### src/design/bsrq_pkg.sv
package bsrq_pkg;

	// Array geometry. Both sizes are powers of two.
	localparam int DEPTH      = 1024;
	localparam int BLOCK_SIZE = 32;
	localparam int NUM_BLOCKS = DEPTH / BLOCK_SIZE;

	// Widths of data, element addresses, block addresses and the in-block offset.
	localparam int DATA_W  = 32;
	localparam int FIELD_W = 10;
	localparam int AW      = $clog2(DEPTH);
	localparam int BSW     = $clog2(BLOCK_SIZE);
	localparam int BW      = (NUM_BLOCKS > 1) ? $clog2(NUM_BLOCKS) : 1;

	// Position width: holds any field value and any position up to DEPTH-1+BLOCK_SIZE.
	localparam int PW = ((AW > FIELD_W) ? AW : FIELD_W) + 1;

	localparam logic [PW-1:0] POS_LIMIT  = PW'(DEPTH);
	localparam logic [PW-1:0] POS_LAST   = PW'(DEPTH - 1);
	localparam logic [PW-1:0] POS_BLOCK  = PW'(BLOCK_SIZE);
	localparam logic [PW-1:0] POS_BLK_M1 = PW'(BLOCK_SIZE - 1);
	localparam logic [PW-1:0] POS_ONE    = PW'(1);
	localparam logic [AW-1:0] CLR_LAST   = AW'(DEPTH - 1);

	// Operation codes carried on the op port.
	localparam logic OP_ADD   = 1'b0;
	localparam logic OP_QUERY = 1'b1;

	// One step of the range walk.
	typedef struct packed {
		logic          active;
		logic          use_block;
		logic [AW-1:0] elem_addr;
		logic [BW-1:0] blk_addr;
		logic [PW-1:0] pos_next;
	} step_t;

endpackage

### src/design/bsrq_step.sv
module bsrq_step (
	input  logic [bsrq_pkg::PW-1:0] pos,
	input  logic [bsrq_pkg::PW-1:0] hi,
	output bsrq_pkg::step_t         step
);
	import bsrq_pkg::*;

	logic aligned;
	logic fits;

	// A whole block is taken when the walk sits on a block start and the block ends in range.
	assign aligned = (pos[BSW-1:0] == '0);
	assign fits    = ((pos + POS_BLK_M1) <= hi);

	always_comb begin
		step.active    = (pos <= hi);
		step.use_block = aligned && fits;
		step.elem_addr = pos[AW-1:0];
		step.blk_addr  = BW'(pos >> BSW);
		step.pos_next  = pos + (step.use_block ? POS_BLOCK : POS_ONE);
	end

endmodule

### config.mk
export PLATFORM = sky130hd
export DESIGN_NAME = bsrq_step
export DESIGN_NICKNAME = d
export VERILOG_FILES = /design/src/design/bsrq_pkg.sv /design/src/design/bsrq_step.sv
export SDC_FILE = /design/constraint.sdc
export NUM_CORES = 1
export LEC_CHECK = 0
export BUFFER_PORTS_ARGS = -buffer_cell sky130_fd_sc_hd__clkbuf_2
export CAP_MARGIN = 5
export CORE_AREA = 2 2 61 63
export DETAILED_ROUTE_END_ITERATION = 8
export DIE_AREA = 0 0 63 65
export SLEW_MARGIN = 15
export SYNTH_ARGS = -nofsm -noshare
export SYNTH_HDL_FRONTEND = slang
export SYNTH_SLANG_ARGS = --single-unit
### constraint.sdc
create_clock -name vclk -period 4.5
set_clock_uncertainty 0.2 [all_clocks]
set_input_delay 0.45 -clock vclk [all_inputs]
set_output_delay 0.45 -clock vclk [all_outputs]
set_load 0.03 [all_outputs]
Word level (Yosys, flattened, before mapping). Cells that the tools add are included.

Reductions and logical operators: 2. Add/sub/neg operators: 2. Magnitude comparators: 2. Mux-type cells: 1.

Operators by type and width (number): <= comparator 11 bit (2); adder 11 bit (1); adder 11 x 5 -> 11 bit (second input constant) (1); 2-to-1 mux 6 bit (1); zero test 5 bit (1); logical AND 1 bit (1).

Logic and storage cells: 7. Input bits: 22. Register bits: 0.

Depth between registers and ports, before layout.
Depth after elaboration: 5. Mapped depth: 16. Depth with buffers taken out: 15.

Least setup slack after synthesis. Ideal clock, no wire load.

Path kind: in2out. Start: input pos[0] (netlist name). End: output step[10] (netlist name). Arrival: 4126 ps. Stages: 16. Required time: 3850 ps. Path slack: -276 ps. Cell sequence: inv_1 ha_1 or4b_1 buf_2 nand4_1 xnor2_1 ha_1 nand3_1 or3_1 nor4_1 a21o_1 ha_1 and3_1 a31oi_1 nor2_1 xor2_1.

RTL lines: from (decl) (line bsrq_step.sv:2) `input logic [bsrq_pkg::PW-1:0] pos,`; to (decl) (line bsrq_step.sv:4) `output bsrq_pkg::step_t step`.

==> flow_metrics.env <==
export IMPL_outcome="completed"
export IMPL_vias=1094
export IMPL_synth_area_leaders="ha_1 32%, buf_4 11%, xnor2_1 8.7%"
export IMPL_yosysMostFrequentCell="ha_1"
export IMPL_cp_start_kind="input pin"
export IMPL_p_clk_share_pct=0
export IMPL_ant_nets=0
export IMPL_p_comb_share_pct=100.0
export IMPL_yosysSeqAreaShare_pct=0
export IMPL_fp_dieH_um=65
export IMPL_yosys_top_cells_count="26 x ha_1, 16 x nand2_1, 15 x buf_4"
export IMPL_wl_mm=2.876
export IMPL_drc=0
export IMPL_cp_end_kind="output pin"
export IMPL_clock_buffers=0
export IMPL_drt_iter0_markers=24
export IMPL_synthesis_area_um2=1005
export IMPL_routed_via_density=4.577
export IMPL_timing_fmax_ghz=0.2292
export IMPL_seq_area_um2=0
export IMPL_synthMuxAreaShare_pct=0
export IMPL_grt_use_total_pct=12.92
export IMPL_synth_simple_gate_area_share_pct=19.18
export IMPL_diodes=0
export IMPL_cp_max_fo=4
export IMPL_synth_compound_area_share_pct=15.07
export IMPL_dp_cells=239
export IMPL_wl_met2_mm=1.501
export IMPL_ir_worst_vdd_mv=0.04928
export IMPL_io_buffers=50
export IMPL_finalWorstSetupSlack_ns=0.1379
export IMPL_final_cells=239
export IMPL_synth_top_area_share_pct=32.38
export IMPL_fillerInstances=385
export IMPL_critical_path_endpoint="step[6]"
export IMPL_dr_wl_met3_um=114
export IMPL_hp_class="in -> out"
export IMPL_dieWidth_um=63
export IMPL_nets=241
export IMPL_synth_area_per_cell_um2=7.281
export IMPL_relSlewSlack_pct=80.75
export IMPL_p_sw_share_pct=58.58
export IMPL_yosys_warnings=0
export IMPL_hold_viol_final=0
export IMPL_ios=50
export IMPL_critPathRequiredTime_ns=3.85
export IMPL_hpwl_mm=2.396
export IMPL_grt_start_max_net_pins=11
export IMPL_design_seq_count=0
export IMPL_place_ws_ns=-0.1216
export IMPL_wl_met1_mm=1.261
export IMPL_synth_fp_nets=186
export IMPL_ys_types=28
export IMPL_finalSetupTns_ns=0
export IMPL_crit_start="pos[0]"
export IMPL_worst_setup_path_type="in -> out"
export IMPL_synth_top_family_by_area="adder cells"
export IMPL_fin_hold_ws_ns=1.047
export IMPL_synthXorXnorAreaFrac_pct=14.82
export IMPL_sequentialPowerShare_pct=0
export IMPL_internal_power_mw=0.06982
export IMPL_core_um2=3496
export IMPL_period_needed_ns=4.362
export IMPL_grt_ovfl_total=0
export IMPL_grt_antenna_before_repair=0
export IMPL_yosys_area_top_type="ha_1"
export IMPL_syn_inst=138
export IMPL_drt_pass1_iterations=4
export IMPL_max_cap_viol_count=0
export IMPL_min_period_over_period_pct=96.94
export IMPL_num_rows=22
export IMPL_powerDensity_nw_per_um2=110.1
export IMPL_syn_to_final_growth_pct=52.43
export IMPL_leakagePower_nw=0.8090
export IMPL_start_util_pct=28.74
export IMPL_switching_power_mw=0.09874
export IMPL_drive_above_1_share_pct=49.21
export IMPL_finalMaxSlewViolations=0
export IMPL_setup_viol=0
export IMPL_gp_congestion=0.8533
export IMPL_first_global_vias=1017
export IMPL_die_area_um2=4095
export IMPL_worst_slew_pin_transition_ns=0.2861
export IMPL_avgRoutedWirePerCell_um=12.03
export IMPL_crit_arrival_ns=3.71
export IMPL_synthAdderAreaFrac_pct=32.38
export IMPL_cts_hold_buf=0
export IMPL_top_layer="met3"
export IMPL_grt_pass1_wl_mm=4.436
## layout make-up
cell class         count  area (um^2)  area share, %
well taps             48        60.06          3.922
multi-input cells    106        960.9          62.75
inverters             13        48.80          3.186
repair buffers        72        461.7          30.15
## logic make-up after synthesis
group           Yosys count
xor+xnor                 17
fa+ha+maj                26
compound gates           22
buf+inv                  32
simple gates             41
## worst max-delay path, cell delays in order
cell and delay (ns):
buf_6 0.09, inv_2 0.07, ha_4 0.12, or4b_4 0.48
nand4_1 0.13, xnor2_1 0.08, ha_1 0.29, nand3_2 0.08
or3_4 0.41, o21a_1 0.19, a21o_2 0.22, ha_4 0.24
and3_4 0.19, a31oi_4 0.27, buf_6 0.15, xnor2_2 0.11
buf_6 0.15
## worst min-delay path by stage
stage,startpoint,endpoint,slack [ns],cells after the start
after floorplan,pos[10],step[10],0.82,1
after global placement,pos[9],step[25],1.08,2
after detailed placement,pos[9],step[25],1.08,2
after CTS,pos[9],step[25],1.08,2
after global routing,pos[10],step[10],1.06,3
final,pos[10],step[10],1.05,3
## what timing repair did
item,4_1_cts,5_1_grt
setup endpoints to repair,5,6
cloned,0,0
gates resized for setup,7,35
pin swaps,2,12
buffers inserted,0,1
endpoints found under the hold margin,0,0
## metrics by stage
step / power, mW / area [um^2] / utilization (%)
after floorplan: 0.1056 / 1036 / -
after global placement: 0.1518 / 1374 / 39.30
after detailed placement: 0.1533 / 1374 / 39.30
after CTS: 0.1558 / 1393 / 39.84
after global routing: 0.1844 / 1531 / 43.81
final: 0.1686 / 1531 / 43.81
## power by group through the flow
stage	clock, mW	combinational (mW)	sequential [mW]
6_report	0	0.169	0
5_1_grt	0	0.184	0
4_1_cts	0	0.156	0
3_5_place_dp	0	0.153	0
3_3_place_gp	0	0.152	0
2_1_floorplan	0	0.106	0
## metal layers
metal	track usage (%)	vias up
li1	-	571
met1	17.14	492
met2	24.47	31
met3	0.5208	0
met4	0	0
met5	0	-
## cells in the final DEF (no fill, tap or decap), types with 2 or more instances in the layout
master / instances
buf_6: 7
ha_1: 23
xnor2_2: 3
nor2_4: 2
ha_4: 2
xor2_1: 5
nand3_1: 3
inv_1: 11
nand2_1: 15
xor2_2: 2
a211oi_1: 2
inv_2: 2
xnor2_1: 7
a21o_1: 2
o21a_1: 2
a21oi_1: 6
nor3_1: 2
buf_4: 23
nor2_1: 6
nand4_1: 6
o21ai_0: 3
clkbuf_2: 42
Power figures use the tool's default switching activity.
